===== src/hw/rtl/isc_pkg.sv =====
// Types and constants of the interval set coverage unit.
`default_nettype none
package isc_pkg;
	localparam int ID_W   = 63;
	localparam int MARK_W = ID_W + 1;
	localparam int CNT_W  = 32;

	typedef logic [ID_W-1:0]   id_t;
	typedef logic [MARK_W-1:0] mark_t;
	typedef logic [1:0]        status_t;

	localparam status_t STAT_OK    = 2'd0;
	localparam status_t STAT_FULL  = 2'd1;
	localparam status_t STAT_ORDER = 2'd2;

	localparam logic FUNC_ADD   = 1'b0;
	localparam logic FUNC_QUERY = 1'b1;

	// Result of the shared subtract/compare unit.
	typedef struct packed {
		logic  lt;
		mark_t diff;
	} alu_res_t;

	typedef enum logic [3:0] {
		ST_IDLE,
		ST_CHECK,
		ST_INS_START,
		ST_INS_RUN,
		ST_INS_ZERO,
		ST_SW_START,
		ST_SW_RUN,
		ST_SW_DRAIN,
		ST_Q_START,
		ST_Q_RUN,
		ST_FIN
	} isc_state_t;
endpackage
`default_nettype wire


===== src/hw/rtl/isc_alu.sv =====
// Shared 64-bit subtractor; the borrow doubles as the less-than compare.
`default_nettype none
module isc_alu (
	input  wire isc_pkg::mark_t    a,
	input  wire isc_pkg::mark_t    b,
	output isc_pkg::alu_res_t      res
);
	import isc_pkg::*;

	logic [MARK_W:0] wide;

	assign wide     = {1'b0, a} - {1'b0, b};
	assign res.lt   = wide[MARK_W];
	assign res.diff = wide[MARK_W-1:0];
endmodule
`default_nettype wire


===== config.mk =====
export PLATFORM = sky130hd
export DESIGN_NAME = isc_alu
export DESIGN_NICKNAME = d
export VERILOG_FILES = /design/src/hw/rtl/isc_pkg.sv /design/src/hw/rtl/isc_alu.sv
export SDC_FILE = /design/constraint.sdc
export NUM_CORES = 1
export LEC_CHECK = 0
export ABC_AREA = 0
export BUFFER_PORTS_ARGS = -buffer_cell sky130_fd_sc_hd__buf_2
export CAP_MARGIN = 20
export CORE_UTILIZATION = 50
export DETAILED_ROUTE_END_ITERATION = 12
export GPL_ROUTABILITY_DRIVEN = 0
export GPL_TIMING_DRIVEN = 0
export PLACE_DENSITY = 0.92
export SLEW_MARGIN = 20
export SYNTH_ARGS = -nofsm -noshare
export SYNTH_HDL_FRONTEND = slang
export SYNTH_SLANG_ARGS = --single-unit

===== constraint.sdc =====
create_clock -name vclk -period 4.6
set_input_delay 0 -clock vclk [all_inputs]
set_output_delay 0 -clock vclk [all_outputs]
set_load 0.03 [all_outputs]

=== Word-level counts from Yosys, hierarchy flattened ===
Index checks and enable logic that the tools add are counted.

* Flip-flop bits (word level): 0
* Bits in latches: 0
* Bits in writable memories: 0
* Bits in read-only memories: 0
* Input bits: 128
* Output and inout port bits: 65
* Logic and storage cells: 1
* Memories kept: 0

* Add/sub/neg operators: 1
* Multiply operators: 0
* Div/mod/pow operators: 0
* Order comparisons: 0
* Equal/unequal tests: 0
* Shifts and indexed selects: 0
* Multiplexer cells: 0
* Bitwise gates (word level): 0
* Reduce and logical (&&, ||, !) cells: 0

{| class="wikitable"
|+ Operator list
! cell !! number
|-
| 64-bit by 64-bit subtractor with 65-bit output || 1
|}

=== Depth between registers and ports, before layout ===
Gate-level depths: netlist of the first run.

* Word-level depth: 1
* Mapped depth: 13
* Gate-level depth less buffers: 13

=== Worst setup path after synthesis of the first run ===
OpenSTA, ideal clock, no wires.

* Path kind: input port to output port
* From: in a[0]
* To: out res[58] (netlist bit)
* Arrival: 2.760 ns
* Required time: 4.600 ns
* Setup slack: 1.840 ns
* Stages: 13
* Path buffers: 0
* Cells stage by stage: inv_1 > ha_1 > fa_1 > nor2b_2 > o31ai_4 > a31oi_4 > o211ai_2 > a21oi_2 > o21ai_2 > o41ai_2 > a41o_2 > a21oi_2 > xnor2_1

{| class="wikitable"
|+ RTL lines
! item !! RTL line !! source
|-
| start: declaration || isc_alu.sv:4 || <nowiki>input wire isc_pkg::mark_t a,</nowiki>
|-
| end: declaration || isc_alu.sv:6 || <nowiki>output isc_pkg::alu_res_t res</nowiki>
|}

==> metrics.txt, run 1 <==
Critical Path Fanout Max=4; Die H=about 93 µm; via count=5116; Antenna diodes=0; Final Hold Vio Count=0; simple-gate portion of the synthesized area=0.200; warnings from Yosys=0; largest family of logic cells by synthesized area=compound AO/OA/AOI/OAI gates; die area=between 8000 and 9000 µm²; gr usage total=0.268; standard-cell rows=32; Lkg Pwr=2.90 nW; core area=7890 µm²; CP peak stage delay=0.50 ns; DRC errors left=0; post-route ant nets=0; Initial DRT Pass Iterations=5; sequential element share of the synthesized area=0; largest net degree at the start of global routing=11; Setup violations, final=0; Worst slew margin=0.674; fin crit share=0.653; Post-Synth Adder-Cell Area=0.197; Post-Route Utilization=0.668; WHS Path Cells=4; placed insts=907; XOR/XNOR share of the synthesized area=0.126; port bufs=roughly 190; most used cell, CP=buf_2; highest-count cells in the layout ignoring fill and taps=buf_2 (200), inv_1 (84), a21oi_1 (66), ha_1 (64), nand2_1 (49); Clock buffer cells=0; FF+latch count=0; vias per cell=5.64; Area Growth Syn to Fin=26.2%; HP Class=input pin to output port; initial antenna violation count=0; max cap viols=0; Final HPWL DP=10.5 mm; worst path buffer plus inverter count=3; Routed WL per cell=between 10 and 15 µm; multiplexer area fraction after synthesis=0; worst path required time=~4.6 ns; setup TNS=0 ns; fin crit period=3.00 ns; first-pass GRT wire length=slightly below 20 mm; synthesized area=4180 µm²; Mapped Cells=between 600 and 700; Critical Path AT=3.00 ns; remaining global-route overflow=0; Horiz. Die Dim=between 90 and 100 µm; Avg Cell Area, Syn=6.82 µm²; nets=1000; commonest non-fill, non-tap cell in the layout=buf_2; Max Transition Viols Final=0; fin cells=907; DRT Wirelength=12.0 mm; area occupied by registers=0 µm²; syn nets=805; Power Density=200 nW/µm²; Critical Path Source Type=input pin; IO Count=between 150 and 200; Max Freq=0.333 GHz; Synth cell types=73; Initial Util=0.529; number of global-route vias before repair=about 4600; Resized Gates After CTS=0; Iteration-0 DRC Markers=around 220; crit path kind=input pin to output port; Crit path max-delay family=compound AO/OA/AOI/OAI gates; cts hold-fix bufs=0; status=finished clean; worst slew pin tran=0.483 ns; compound-gate portion of the synthesized area=0.342; slowest CP cell=o41ai_2; post-CTS setup buffer count=0; layout cells sized above 1=0.306; worst vdd ir=0.124 mV; CP Depth=15; CP Cell Sequence=buf_2, inv_1, ha_1, fa_1, nor2b_2, o31ai_4, a31oi_4, o211ai_2, a21oi_2, o21ai_2, o41ai_2, nand4_1, o21ai_1, xnor2_1, buf_2; RSZ-0062 raised after global routing=false; crit end category=output port
kinds of logic (layout without fill, tap and decap cells):
family / after synthesis / in the layout
buffers and inverters: 111 / 304
adder cells (fa/ha/maj): 65 / 65
AND/OR/NAND/NOR: 170 / 170
XOR/XNOR: 60 / 60
AO/OA/AOI/OAI: 206 / 206
cell usage after synthesis, drive strengths merged (2+ instances only):
master / instances / area, µm²
or4: 2 / 15.0
clkbuf: 13 / 129
inv: 84 / 315
o211a: 2 / 20.0
a211oi: 5 / 47.5
xnor2: 41 / 359
nor3: 10 / 55.1
a21o: 31 / 235
ha: 64 / 801
o21ai: 32 / 171
and3: 5 / 31.3
nor2b: 7 / 46.3
buf: 12 / 91.3
a221oi: 3 / 32.5
nand2b: 5 / 31.3
o31ai: 3 / 36.3
nand3: 18 / 95.1
nand2: 50 / 190
o211ai: 5 / 42.5
o41ai: 2 / 25.0
nand4: 24 / 150
nor2: 38 / 145
a21oi: 71 / 382
a31oi: 8 / 65.1
a41o: 3 / 31.3
xor2: 19 / 166
a22oi: 3 / 22.5
a21boi: 5 / 45.0
o21bai: 13 / 105
o22ai: 3 / 18.8
or2: 2 / 12.5
o2111ai: 3 / 26.3
o21a: 6 / 45.0
and2: 5 / 33.8
through the flow:
stage | instance area, µm² | setup slack, ns | power [mW] | hold slack (ns)
4_1_cts | 5270 | 1.63 | 1.05 | 0.393
6_report | 5270 | 1.60 | 1.06 | 0.384
5_1_grt | 5270 | 1.39 | 1.14 | 0.400
3_5_place_dp | 5270 | 1.64 | 1.05 | 0.392
3_3_place_gp | 5270 | 1.67 | 1.03 | 0.370
2_1_floorplan | 4180 | 1.84 | 0.769 | 0.215
final timing paths:
kind,start,endpoint,slack (ns)
min,b[0],res[0],0.38
max,a[0],res[62],1.60
power by group:
part           internal (mW)  switching (mW)
clock network              0               0
logic                  0.383           0.673
registers                  0               0
per-layer routing:
metal  GRT usage  vias up  routed length, µm
met5           0        -                  0
met4      0.0603        0                261
met3     0.00976       26                764
met2       0.503      223               5830
met1       0.335     2303               5140
li1            -     2564                  -
cell type report:
cell class / instances / area [µm²]
Multi-Input combinational cell: 501 / 3610
Tap cell: 102 / 128
Buffer: 27 / 249
Fill cell: 694 / 2620
Inverter: 84 / 315
Timing Repair Buffer: 193 / 966
(Power assumes the default switching activity.)
==> run 2: changes to the inputs <==
--- a/config.mk
+++ b/config.mk
@@ -5,14 +5,14 @@
 export SDC_FILE = /design/constraint.sdc
 export NUM_CORES = 1
 export LEC_CHECK = 0
-export ABC_AREA = 0
+export ABC_AREA = 1
 export BUFFER_PORTS_ARGS = -buffer_cell sky130_fd_sc_hd__buf_2
 export CAP_MARGIN = 20
 export CORE_UTILIZATION = 50
 export DETAILED_ROUTE_END_ITERATION = 12
 export GPL_ROUTABILITY_DRIVEN = 0
 export GPL_TIMING_DRIVEN = 0
-export PLACE_DENSITY = 0.92
+export PLACE_DENSITY = 0.85
 export SLEW_MARGIN = 20
 export SYNTH_ARGS = -nofsm -noshare
 export SYNTH_HDL_FRONTEND = slang
==> constraint.sdc (replaced) <==
create_clock -name vclk -period 2.8
set_input_delay 0 -clock vclk [all_inputs]
set_output_delay 0 -clock vclk [all_outputs]
set_load 0.03 [all_outputs]
==> run 2 against run 1 <==
- worst hold slack got worse by 0.0097 ns
- total power increased by 85%
- synthesized cell count rose by 120%
- combinational power is 84% higher
- critical path type unchanged
- highest routed layer unchanged
==> metrics.txt, run 2 <==
Die H=between 100 and 150 µm; highest-count cells in the layout ignoring fill and taps=nand2_1 (596), inv_1 (393), buf_2 (193), nor2_1 (99), ha_1 (64); largest cells by area after synthesis=nand2_1 (36%), inv_1 (24%), ha_1 (13%), nor2_1 (5.9%), xor2_1 (4.2%); status=finished clean; IO Count=193; FF+latch count=0; HP Class=input pin to output port; core area=around 12000 µm²; via count=8576; vias per cell=4.95; Power Density=between 200 and 300 nW/µm²; synthesized area=6280 µm²; port bufs=193; max cap viols=0; most common library cells after synthesis=nand2_1 (596), inv_1 (393), nor2_1 (99); Max Transition Viols Final=0; placed instance area=about 7500 µm²; Initial Util=0.518; final worst slack=0.557 ns; pre-CTS setup slack=0.619 ns; DRT Wirelength=21.1 mm; remaining global-route overflow=0; largest net degree at the start of global routing=8; Iteration-0 DRC Markers=approximately 790; fin crit share=0.801; nets=around 1800; worst slew pin tran=between 0.4 and 0.5 ns; cts hold-fix bufs=0; Fillers=around 1300; number of global-route vias before repair=7640; Mapped Cells=1371; DRC errors left=0; Setup violations, final=0; warnings from Yosys=0; GRT Max-Usage Layer=met2; top cell type by total area after synthesis=nand2_1; met3 usage=0.0436; Final Hold Vio Count=0; Synth cell types=24; Antenna diodes=0; Min-Delay Startpoint=b[0]; area occupied by registers=0 µm²; commonest non-fill, non-tap cell in the layout=nand2_1; post-synth top area share=0.356; Horiz. Die Dim=114 µm; met1 Usage GRT=0.421; final instance area=7450 µm²; fin crit period=2.24 ns; Critical Path Source Type=input pin; worst path required time=2.80 ns; crit end category=output port; Clock buffer cells=0; Area Growth Syn to Fin=18.7%; post-CTS setup buffer count=0; gr usage total=0.326; die area=13000 µm²; standard-cell rows=40; Initial DRT Pass Iterations=6; Worst Hold Slack=between 0.3 and 0.4 ns; Routed WL per cell=between 10 and 15 µm; initial antenna violation count=0; Resized Gates After CTS=0; Worst slew margin=0.728; Critical Path AT=2.24 ns; setup TNS=0 ns; post-route ant nets=0; fin cells=1732; crit path kind=input pin to output port; sequential element share of the synthesized area=0; layout cells sized above 1=0.160; Avg Cell Area, Syn=4.58 µm²; Final HPWL DP=between 15 and 20 mm; CP Launch Point=a[0]; syn nets=1564; RSZ-0062 raised after global routing=false; worst vdd ir=around 0.15 mV; first-pass GRT wire length=about 34 mm; Max Freq=0.446 GHz; Lkg Pwr=5.43 nW; GRT met2 Usage=0.545; top-count cell post-synth=nand2_1; placed insts=between 1500 and 2000; Critical Path Fanout Max=4
## run 2: cell types whose count changed in the layout (fill, tap and decap cells not counted), moves of 29 or more
cell and change:
nand3_1 +31, xnor2_1 -40, nand2_1 +547, nor2_1 +62, inv_1 +309, a21o_1 -29
## run 2: final timing paths
kind / endpoint / cells after the start / slack (ns)
worst max-delay path: res[30] / 15 / 0.56
worst min-delay path: res[0] / 4 / 0.37
## run 2: layout make-up
cell class | count | area (µm²) | area share
plain buffers | 1 | 7.51 | 0.00101
inverters | 394 | 1480 | 0.198
multi-input cells | 976 | 4790 | 0.643
well taps | 168 | 210 | 0.0282
repair buffers | 193 | 966 | 0.130
## run 2: power breakdown
part           internal, mW  switching, mW
Sequential                0              0
Combinational         0.600           1.35
Clock                     0              0
Total                 0.600           1.35
## run 2: logic make-up after synthesis
family                     synth area share
and+or+nand+nor                       0.544
buffers and inverters                 0.237
adders and majority gates             0.131
AOI/OAI and AO/OA                    0.0451
xor gates and xnor gates             0.0433
## run 2: stage by stage
stage	util	power, mW
2_1_floorplan	-	1.35
4_1_cts	0.615	1.92
6_report	0.615	1.95
5_1_grt	0.615	2.14
3_3_place_gp	0.615	1.89
3_5_place_dp	0.615	1.92
## run 2: per-layer routing
metal  part of all wire  wire length, µm  vias up
li1                   -                -     4355
met1               0.42             8780     3691
met2               0.43             9070      444
met3               0.11             2270       86
met4              0.045              955        0
met5                  0                0        -
## run 2: worst max-delay path, stage by stage
cell and delay, ns:
buf_2 0.08, inv_1 0.03, ha_1 0.21, fa_1 0.41, inv_1 0.15, nand3_1 0.10, nand2_2 0.16, nand2_1 0.07
nand2_1 0.15, nand2_1 0.07, nand2_1 0.14, nand2_1 0.08, nand2_2 0.11, xor2_1 0.24, buf_2 0.24
